File: src/sv/lapt_pkg.sv
// Shared types and constants for the lean AFR protection timer.
package lapt_pkg;

  localparam int DELAY_SCALE_MS = 100;
  localparam int MAP_SCALE_SHIFT = 1;
  localparam int DELAY_LIMIT_W = 15;
  localparam int TIME_W = 32;

  typedef enum logic [1:0] {
    MODE_OFF    = 2'd0,
    MODE_FIXED  = 2'd1,
    MODE_TARGET = 2'd2,
    MODE_NONE   = 2'd3
  } afr_mode_t;

  typedef enum logic [2:0] {
    REG_AFR_MODE       = 3'd0,
    REG_AFR_THRESHOLD  = 3'd1,
    REG_MIN_MAP_HALF   = 3'd2,
    REG_MIN_RPM        = 3'd3,
    REG_MIN_THROTTLE   = 3'd4,
    REG_CUT_DELAY      = 3'd5,
    REG_REACTIVATE_TPS = 3'd6
  } reg_idx_t;

  typedef struct packed {
    afr_mode_t  afr_mode;
    logic [7:0] afr_threshold;
    logic [7:0] min_map_half;
    logic [7:0] min_rpm_hundreds;
    logic [7:0] min_throttle;
    logic [7:0] cut_delay_tenths;
    logic [7:0] reactivate_throttle;
  } cfg_t;

  typedef struct packed {
    logic [9:0]        map_kpa;
    logic [7:0]        rpm_div100;
    logic [7:0]        throttle;
    logic [7:0]        afr_measured;
    logic [7:0]        afr_goal;
    logic [TIME_W-1:0] now_ms;
  } sample_t;

  typedef struct packed {
    logic              latched;
    logic              running;
    logic [TIME_W-1:0] start;
  } state_t;

endpackage

File: src/sv/lapt_eval.sv
// Lean condition check and next timer and latch state for one sample.
module lapt_eval (
  input  lapt_pkg::cfg_t    cfg,
  input  lapt_pkg::state_t  state,
  input  lapt_pkg::sample_t sample,
  output lapt_pkg::state_t  state_next
);

  logic                               map_ok;
  logic                               rpm_ok;
  logic                               tps_ok;
  logic                               afr_hit;
  logic                               lean;
  logic [8:0]                         afr_limit;
  logic [lapt_pkg::DELAY_LIMIT_W-1:0] delay_limit;
  logic [lapt_pkg::TIME_W-1:0]        elapsed;
  logic [lapt_pkg::TIME_W-1:0]        start_eff;

  assign map_ok    = sample.map_kpa >=
                     {1'b0, cfg.min_map_half, {lapt_pkg::MAP_SCALE_SHIFT{1'b0}}};
  assign rpm_ok    = sample.rpm_div100 >= cfg.min_rpm_hundreds;
  assign tps_ok    = sample.throttle >= cfg.min_throttle;
  assign afr_limit = {1'b0, sample.afr_goal} + {1'b0, cfg.afr_threshold};

  always_comb begin
    case (cfg.afr_mode)
      lapt_pkg::MODE_FIXED:  afr_hit = sample.afr_measured >= cfg.afr_threshold;
      lapt_pkg::MODE_TARGET: afr_hit = {1'b0, sample.afr_measured} >= afr_limit;
      default:               afr_hit = 1'b0;
    endcase
  end

  assign lean        = map_ok && rpm_ok && tps_ok && afr_hit;
  assign delay_limit = lapt_pkg::DELAY_LIMIT_W'(cfg.cut_delay_tenths * lapt_pkg::DELAY_SCALE_MS);
  assign start_eff   = state.running ? state.start : sample.now_ms;
  assign elapsed     = sample.now_ms - start_eff;

  always_comb begin
    state_next = state;
    if (cfg.afr_mode == lapt_pkg::MODE_OFF) begin
      state_next = '0;
    end else begin
      if (lean) begin
        state_next.running = 1'b1;
        state_next.start   = start_eff;
        if (elapsed >= lapt_pkg::TIME_W'(delay_limit)) begin
          state_next.latched = 1'b1;
        end
      end else if (state.running) begin
        state_next.running = 1'b0;
        state_next.start   = '0;
      end
      if (state_next.latched && sample.throttle <= cfg.reactivate_throttle) begin
        state_next.latched = 1'b0;
        state_next.running = 1'b0;
      end
    end
  end

endmodule

File: src/sv/lean_afr_protection_timer.sv
// Lean AFR protection timer top level: sample register, evaluation, result register.
//
//   Channel  Handshake                  Payload
//   sample   sample_valid/sample_stall  map_kpa rpm_div100 throttle afr_measured afr_goal now_ms
//   result   result_valid/result_stall  cut_active
//   config   cfg_valid/cfg_ready        cfg_index cfg_data
//
// One sample per cycle while sample_stall is low; a sample waits in the sample register until its result is registered.
// The timer state is updated once per sample as it moves from the sample register
// into the result register, so samples are processed strictly in order.
// Reset clears the configuration, the timer, the latch and both valid flags.
// A stalled result blocks the sample register; sample_stall rises only then.
module lean_afr_protection_timer (
  input  logic        clk,
  input  logic        rst,
  input  logic        sample_valid,
  output logic        sample_stall,
  input  logic [9:0]  map_kpa,
  input  logic [7:0]  rpm_div100,
  input  logic [7:0]  throttle,
  input  logic [7:0]  afr_measured,
  input  logic [7:0]  afr_goal,
  input  logic [31:0] now_ms,
  output logic        result_valid,
  input  logic        result_stall,
  output logic        cut_active,
  input  logic        cfg_valid,
  output logic        cfg_ready,
  input  logic [2:0]  cfg_index,
  input  logic [7:0]  cfg_data
);

  lapt_pkg::cfg_t    cfg;
  lapt_pkg::state_t  state;
  lapt_pkg::state_t  state_next;
  lapt_pkg::sample_t s1_sample;
  logic              s1_valid;
  logic              advance;
  logic              take;

  assign cfg_ready    = 1'b1;
  assign advance      = !result_valid || !result_stall;
  assign sample_stall = s1_valid && !advance;
  assign take         = sample_valid && !sample_stall;

  always_ff @(posedge clk) begin
    if (rst) begin
      cfg <= '0;
    end else if (cfg_valid && cfg_ready) begin
      unique case (lapt_pkg::reg_idx_t'(cfg_index))
        lapt_pkg::REG_AFR_MODE:       cfg.afr_mode <= lapt_pkg::afr_mode_t'(cfg_data[1:0]);
        lapt_pkg::REG_AFR_THRESHOLD:  cfg.afr_threshold <= cfg_data;
        lapt_pkg::REG_MIN_MAP_HALF:   cfg.min_map_half <= cfg_data;
        lapt_pkg::REG_MIN_RPM:        cfg.min_rpm_hundreds <= cfg_data;
        lapt_pkg::REG_MIN_THROTTLE:   cfg.min_throttle <= cfg_data;
        lapt_pkg::REG_CUT_DELAY:      cfg.cut_delay_tenths <= cfg_data;
        lapt_pkg::REG_REACTIVATE_TPS: cfg.reactivate_throttle <= cfg_data;
        default: ;
      endcase
    end
  end

  always_ff @(posedge clk) begin
    if (take) begin
      s1_sample <= '{map_kpa: map_kpa, rpm_div100: rpm_div100, throttle: throttle,
                     afr_measured: afr_measured, afr_goal: afr_goal, now_ms: now_ms};
    end
    if (advance && s1_valid) begin
      cut_active <= state_next.latched;
    end
  end

  always_ff @(posedge clk) begin
    if (rst) begin
      s1_valid     <= 1'b0;
      result_valid <= 1'b0;
      state        <= '0;
    end else begin
      if (advance) begin
        result_valid <= s1_valid;
        if (s1_valid) begin
          state <= state_next;
        end
      end
      if (take) begin
        s1_valid <= 1'b1;
      end else if (advance) begin
        s1_valid <= 1'b0;
      end
    end
  end

  lapt_eval u_eval (
    .cfg        (cfg),
    .state      (state),
    .sample     (s1_sample),
    .state_next (state_next)
  );

endmodule

File: config.mk
export PLATFORM = sky130hd
export DESIGN_NAME = lean_afr_protection_timer
export DESIGN_NICKNAME = d
export VERILOG_FILES = /design/src/sv/lapt_pkg.sv /design/src/sv/lapt_eval.sv /design/src/sv/lean_afr_protection_timer.sv
export SDC_FILE = /design/constraint.sdc
export NUM_CORES = 1
export LEC_CHECK = 0
export ABC_AREA = 1
export BUFFER_PORTS_ARGS = -buffer_cell sky130_fd_sc_hd__buf_4
export CORE_MARGIN = 1.5
export CORE_UTILIZATION = 30
export CTS_CLUSTER_DIAMETER = 80
export DETAILED_ROUTE_END_ITERATION = 16
export SLEW_MARGIN = 20
export SYNTH_ARGS = -nofsm -noshare
export SYNTH_HDL_FRONTEND = slang
export SYNTH_HIERARCHICAL = 1
export SYNTH_SLANG_ARGS = --single-unit
File: constraint.sdc
create_clock -name clk -period 4.75 [get_ports clk]
set_clock_uncertainty 0.15 [all_clocks]
set_input_delay 0.7125 -clock clk [delete_from_list [all_inputs] [get_ports clk]]
set_output_delay 0.7125 -clock clk [all_outputs]
set_load 0.01 [all_outputs]
==> flow_metrics.env, run 1 <==
export IMPL_syn_nets=1840
export IMPL_dr_pass1_iters=6
export IMPL_netlist_area_um2=11700
export IMPL_ant_nets=0
export IMPL_grt_overflow=0
export IMPL_start_util=0.303
export IMPL_endpoint_kind="register"
export IMPL_wl_per_cell_um=12.9
export IMPL_core_um2=38600
export IMPL_min_period_ns=4.35
export IMPL_fmax_mhz=230
export IMPL_layout_worst_path_cycle_share=0.917
export IMPL_area_delta_synth_final_pct=15.9
export IMPL_grt_pass1_wl_mm=47.2
export IMPL_synth_seq_cells=161
export IMPL_grt_pass1_vias=9768
export IMPL_synth_avg_cell_area_um2=7.24
export IMPL_port_buffers=92
export IMPL_start_kind="register"
export IMPL_worstSetupPathType="register to register"
export IMPL_outcome="completed"
export IMPL_drc_errors=0
export IMPL_diodes=0
export IMPL_post_dp_cell_area_um2=12800
export IMPL_ios=94
export IMPL_htree_levels=4
export IMPL_grt_max_degree=51
export IMPL_cap_violations=0
export IMPL_setup_tns_ns=0
export IMPL_synth_top_family_by_area="simple AND/OR/NAND/NOR gates"
export IMPL_cp_data_required_time_ns=4.95
export IMPL_final_util=0.351
export IMPL_antenna_found_initial=0
export IMPL_hold_buffers=0
export IMPL_die_w_um=200
export IMPL_via_per_inst=4.55
export IMPL_num_vias=10100
export IMPL_power_uw=4160
export IMPL_ys_seq_area_frac=0.340
export IMPL_synth_warnings=6
export IMPL_synth_xor_area_frac=0.0195
export IMPL_initialDrtViolationCount=483
export IMPL_crit_fanout=4
export IMPL_synth_fa_ha_area_frac=0.150
export IMPL_place_hpwl_mm=22.2
export IMPL_place_gp_congestion=0.923
export IMPL_final_common_cell="nand2_1"
export IMPL_slew_headroom=0.274
export IMPL_hold_viol_final=0
export IMPL_synthCells=1613
export IMPL_totalWireLength_mm=28.6
export IMPL_ir_drop_uv=302
export IMPL_clockBufferDepth=2
export IMPL_track_usage=0.145
export IMPL_die_h_um=200
export IMPL_final_area_um2=13500
export IMPL_ys_types=49
export IMPL_numClockSinks=161
export IMPL_async_reset_ff_frac=0
export IMPL_grt_setup_unrepaired="no"
export IMPL_slew_violations=0
export IMPL_layout_setup_ws_ns=0.395
export IMPL_hold_path_class="input port to register"
export IMPL_synth_edf_count=75
export IMPL_finalSetupViolCount=0
export IMPL_cts_tree="yes"
export IMPL_cts_buffers=17
export IMPL_synth_compound_area_share=0.0990
export IMPL_synth_simple_area_share=0.285
export IMPL_layout_nets=1922
export IMPL_place_ws_ns=0.332
export IMPL_pwr_density_cell_nw_per_um2=307
export IMPL_muxShareOfSynthArea=0
export IMPL_die_area_um2=40100
export IMPL_num_rows=72
export IMPL_ys_flop_type="dfxtp_1"
export IMPL_cts_clk_slew_worst_paths_ns=0.07
export IMPL_drive_gt1_frac=0.111
export IMPL_clk_latency_ns=0.45
export IMPL_cp_arrival_ns=4.56
export IMPL_leakagePower_uw=0.00642
export IMPL_final_cell_mix="398 x nand2_1, 267 x nor2_1, 264 x inv_1"
export IMPL_worst_slew_pin_slew_ns=1.09
export IMPL_cts_root_buf="clkbuf_16"
-- cell type report --
| type | instances | area (um^2) |
|---|---|---|
| Fill cell | 4152 | 25000 |
| Inverter | 270 | 1010 |
| Tap cell | 518 | 648 |
| Clock buffer | 18 | 450 |
| Timing Repair Buffer | 99 | 743 |
| Multi-Input combinational cell | 1146 | 6480 |
| Sequential cell | 161 | 3980 |
| Clock inverter | 14 | 219 |
-- repair_timing --
item                       CTS  global route
setup endpoints to repair    0             3
gates resized for setup      0             4
buffers inserted             0             1
hold endpoints to repair     0             0
-- per-layer routing --
| metal | wire length (um) | up-vias | global-route usage |
|---|---|---|---|
| li1 | - | 5324 | - |
| met1 | 13600 | 4557 | 0.186 |
| met2 | 13400 | 207 | 0.244 |
| met3 | 1080 | 34 | 0.0283 |
| met4 | 532 | 0 | 0.0486 |
| met5 | 0 | - | 0 |
-- power by group --
group	internal, uW	leakage (uW)	switching [uW]
registers	1530	0.00144	46.7
clock network	932	0.000329	645
logic	376	0.00465	628
-- worst paths after layout --
| path | from | end | slack, ns | cells after the start |
|---|---|---|---|---|
| max reg2reg | cfg[11]$_SDFFE_PP0P_ | state[33]$_SDFFE_PP0P_ | 0.40 | 25 |
| min reg2reg | cfg[3]$_SDFFE_PP0P_ | cfg[3]$_SDFFE_PP0P_ | 0.33 | 2 |
| min | rpm_div100[7] | s1_sample[63]$_DFFE_PP_ | 0.28 | 1 |
| max | cfg[11]$_SDFFE_PP0P_ | state[33]$_SDFFE_PP0P_ | 0.40 | 25 |
-- cells in the mapped netlist (12+ instances only) --
master	instances	share of area
xor2_1	20	0.015
nand2_1	398	0.13
o21ai_0	75	0.032
o22ai_2	18	0.019
nand3_1	92	0.039
dfxtp_1	86	0.15
nand4_1	19	0.010
nor2_1	268	0.086
edfxtp_1	75	0.19
ha_1	132	0.14
clkbuf_1	12	0.0039
a21oi_1	52	0.022
inv_1	266	0.086
-- through the flow --
step	hold slack, ns	std cells
final	0.284	2226
after global routing	0.249	2226
after CTS	0.248	2225
after detailed placement	0.322	2193
after global placement	0.314	2193
after floorplan	0.305	1613
-- sequential cells by signal, summed over array words and instances (netlist names) --
name,count
cut_active,1
s1_valid,1
s1_sample,74
result_valid,1
cfg,50
state,34
-- critical path, stage by stage, from the launching register on --
cell	delay, ns
dfxtp_1	0.38
ha_1	0.26
ha_1	0.32
fa_1	0.46
ha_1	0.36
a21oi_1	0.16
nand2_1	0.09
a21oi_1	0.15
o21bai_1	0.11
a21oi_1	0.14
nor2_1	0.05
nor2_1	0.12
xor2_1	0.17
ha_1	0.26
a21oi_1	0.15
o211ai_1	0.09
inv_1	0.06
nand2_1	0.04
nor2_1	0.08
nand4_1	0.10
nand2_1	0.08
nand2_1	0.08
nand2_1	0.08
nor2_2	0.05
o21ai_0	0.20
nor2_1	0.05
-- kinds of logic after synthesis --
group                      count (synthesis)
and+or+nand+nor                          805
other                                      1
adders and majority gates                137
AOI/OAI and AO/OA                        177
buffers and inverters                    306
xor gates and xnor gates                  26
DFF                                      161
Note: power is estimated with default switching activity, not from simulation.
==> run 2: changes to the inputs <==
--- a/config.mk
+++ b/config.mk
@@ -5,7 +5,6 @@
 export SDC_FILE = /design/constraint.sdc
 export NUM_CORES = 1
 export LEC_CHECK = 0
-export ABC_AREA = 1
 export BUFFER_PORTS_ARGS = -buffer_cell sky130_fd_sc_hd__buf_4
 export CORE_MARGIN = 1.5
 export CORE_UTILIZATION = 30
==> run 2 against run 1 <==
The run now ends with negative setup slack left; fmax is 10% lower; utilization is 1.2 points higher; register-to-register slack worse by 0.49 ns; sequential cell count stayed put; count of clock-buffer cells in the layout stayed put.
==> flow_metrics.env, run 2 <==
export IMPL_outcome="finished, violations left"
export IMPL_violations="negative setup slack"
export IMPL_slew_violations=0
export IMPL_synth_edf_count=75
export IMPL_hold_viol_final=0
export IMPL_final_util=0.363
export IMPL_synth_area_top_cells="edfxtp_1 20%, dfxtp_1 15%, ha_1 15%, mux2i_1 10%, nand2b_1 7.7%"
export IMPL_top_register="s1_sample"
export IMPL_ys_types=86
export IMPL_finalSetupViolCount=3
export IMPL_power_frac_clock=0.395
export IMPL_drive_gt1_frac=0.180
export IMPL_layout_nets=1444
export IMPL_fill_cells=3658
export IMPL_diodes=0
export IMPL_worstSetupPathType="register to register"
export IMPL_async_reset_ff_frac=0
export IMPL_grt_overflow=0
export IMPL_layout_worst_path_cycle_share=1.02
export IMPL_comb_power_share=0.187
export IMPL_die_w_um=197
export IMPL_cts_clk_slew_worst_paths_ns=0.08
export IMPL_hold_buffers=0
export IMPL_cp_arrival_ns=5.06
export IMPL_layout_setup_ws_ns=-0.0954
export IMPL_p_int_uw=2590
export IMPL_min_period_ns=4.85
export IMPL_grt_setup_unrepaired="yes"
export IMPL_start_kind="register"
export IMPL_synth_top_area_frac=0.199
export IMPL_startpoint="cfg[11]$_SDFFE_PP0P_"
export IMPL_cap_violations=0
export IMPL_ys_seq_area_frac=0.352
export IMPL_drc_errors=0
export IMPL_cts_root_buf="clkbuf_16"
export IMPL_switching_share=0.296
export IMPL_ios=94
export IMPL_r2r_start="cfg[11]$_SDFFE_PP0P_"
export IMPL_fmax_mhz=206
export IMPL_die_h_um=197
export IMPL_hold_path_class="input port to register"
export IMPL_worst_slew_pin_slew_ns=1.01
export IMPL_final_area_um2=13400
export IMPL_timing_hold_worst_start="afr_goal[1]"
export IMPL_port_buffers=92
export IMPL_place_ws_ns=-0.288
export IMPL_dr_pass1_iters=5
export IMPL_endpoint_kind="register"
export IMPL_wl_per_cell_um=15.9
export IMPL_post_dp_cell_area_um2=12600
export IMPL_synth_seq_cells=161
export IMPL_power_uw=3670
export IMPL_htree_levels=4
export IMPL_hold_slack_ns=0.292
export IMPL_area_delta_synth_final_pct=18.5
export IMPL_numClockSinks=161
export IMPL_grt_pass1_vias=8510
export IMPL_antenna_found_initial=0
export IMPL_cts_tree="yes"
export IMPL_reg_top3="s1_sample (74), cfg (50), state (34)"
export IMPL_cp_data_required_time_ns=4.97
export IMPL_p_seq_frac=0.418
export IMPL_place_hpwl_mm=19.9
export IMPL_clockBufferDepth=2
export IMPL_yosysTopAreaCell="edfxtp_1"
export IMPL_seq_area_um2=3990
export IMPL_leakagePower_uw=0.00531
export IMPL_synthCells=1126
export IMPL_netlist_area_um2=11300
export IMPL_die_area_um2=38800
export IMPL_synth_warnings=6
export IMPL_p_sw_uw=1090
export IMPL_grt_max_degree=75
export IMPL_pwr_density_cell_nw_per_um2=274
export IMPL_ant_nets=0
export IMPL_yosysMostFrequentCell="nand2b_1"
export IMPL_ys_flop_type="dfxtp_1"
export IMPL_grt_pass1_wl_mm=44.5
export IMPL_num_rows=70
export IMPL_via_per_inst=4.93
export IMPL_ir_drop_uv=219
export IMPL_clk_latency_ns=0.44
export IMPL_crit_fanout=3
export IMPL_track_usage=0.144
export IMPL_core_um2=36900
export IMPL_largest_register_ffs=74
export IMPL_num_vias=8556
export IMPL_cts_buffers=17
export IMPL_synth_avg_cell_area_um2=10.0
export IMPL_initialDrtViolationCount=579
export IMPL_final_common_cell="nand2b_1"
export IMPL_synthTopCellsByCount="139 x nand2b_1, 132 x ha_1, 116 x mux2i_1, 86 x dfxtp_1, 75 x edfxtp_1"
export IMPL_multi_input_area_um2=6900
export IMPL_final_cell_mix="139 x nand2b_1, 128 x buf_4, 123 x ha_1"
export IMPL_place_gp_congestion=0.878
export IMPL_syn_nets=1353
export IMPL_slew_headroom=0.324
export IMPL_start_util=0.307
export IMPL_totalWireLength_mm=27.5
run 2: power by group through the flow:
stage               Sequential (uW)  Clock [uW]  Combinational (uW)
detailed placement             1570           0                 664
global route                   1540        1550                 766
global placement               1570           0                 655
CTS                            1540        1490                 675
floorplan                      1560           0                 477
finish                         1540        1450                 686
run 2: stage by stage:
stage / cells / setup TNS (ns)
2_1_floorplan: 1126 / 0
3_3_place_gp: 1697 / -0.344
3_5_place_dp: 1697 / -0.825
4_1_cts: 1733 / -0.543
5_1_grt: 1734 / -1.05
6_report: 1734 / -0.169
run 2: worst paths after layout:
check,slack [ns],cells after the start,to
max reg2reg,-0.1,25,state[32]$_SDFFE_PP0P_
min,0.29,1,s1_sample[33]$_DFFE_PP_
max,-0.1,25,state[32]$_SDFFE_PP0P_
min reg2reg,0.33,2,cfg[19]$_SDFFE_PP0P_
run 2: repair_timing:
item | CTS | global route
setup buffers | 4 | 1
resized for setup | 16 | 7
endpoints found under the setup margin | 3 | 3
pin swaps | 21 | 14
run 2: layout make-up:
cell class,count,share of cell area
flip-flops and latches,161,0.298
clock inverters,14,0.0143
multi-input cells,837,0.515
repair buffers,129,0.0733
inverters,71,0.0199
well taps,504,0.0471
clock buffers,18,0.0328
run 2: critical path, cell delays in order, from the launching register on:
cell,delay (ns)
dfxtp_4,0.37
ha_4,0.22
ha_4,0.26
inv_2,0.03
fa_1,0.50
inv_2,0.05
ha_4,0.25
inv_2,0.03
nor2_1,0.09
nor2_1,0.06
o21bai_1,0.15
a21oi_2,0.08
o21bai_1,0.15
a21oi_2,0.08
xnor2_1,0.12
ha_1,0.34
a211oi_2,0.28
o2111ai_2,0.14
a2111oi_2,0.31
o2111ai_1,0.19
nor4_1,0.22
nand3_1,0.16
nor4_4,0.19
a31o_1,0.18
nand2b_1,0.05
mux2i_1,0.12
run 2: logic make-up (layout without fill, tap and decap cells):
| family | Yosys count | count (layout) | synth area share |
|---|---|---|---|
| flip-flops | 161 | 161 | 0.352 |
| multiplexers | 117 | 117 | 0.104 |
| AND/OR/NAND/NOR | 318 | 318 | 0.166 |
| adder cells (fa/ha/maj) | 137 | 137 | 0.155 |
| buffers and inverters | 128 | 232 | 0.0531 |
| XOR/XNOR | 35 | 35 | 0.0271 |
| other | 1 | 1 | 0.000332 |
| AO/OA/AOI/OAI | 229 | 229 | 0.143 |
run 2: per-layer routing:
| metal | routed length [um] | global-route usage |
|---|---|---|
| met3 | 948 | 0.0232 |
| met1 | 13500 | 0.192 |
| met4 | 268 | 0.0373 |
| met2 | 12800 | 0.243 |
| met5 | 0 | 0 |
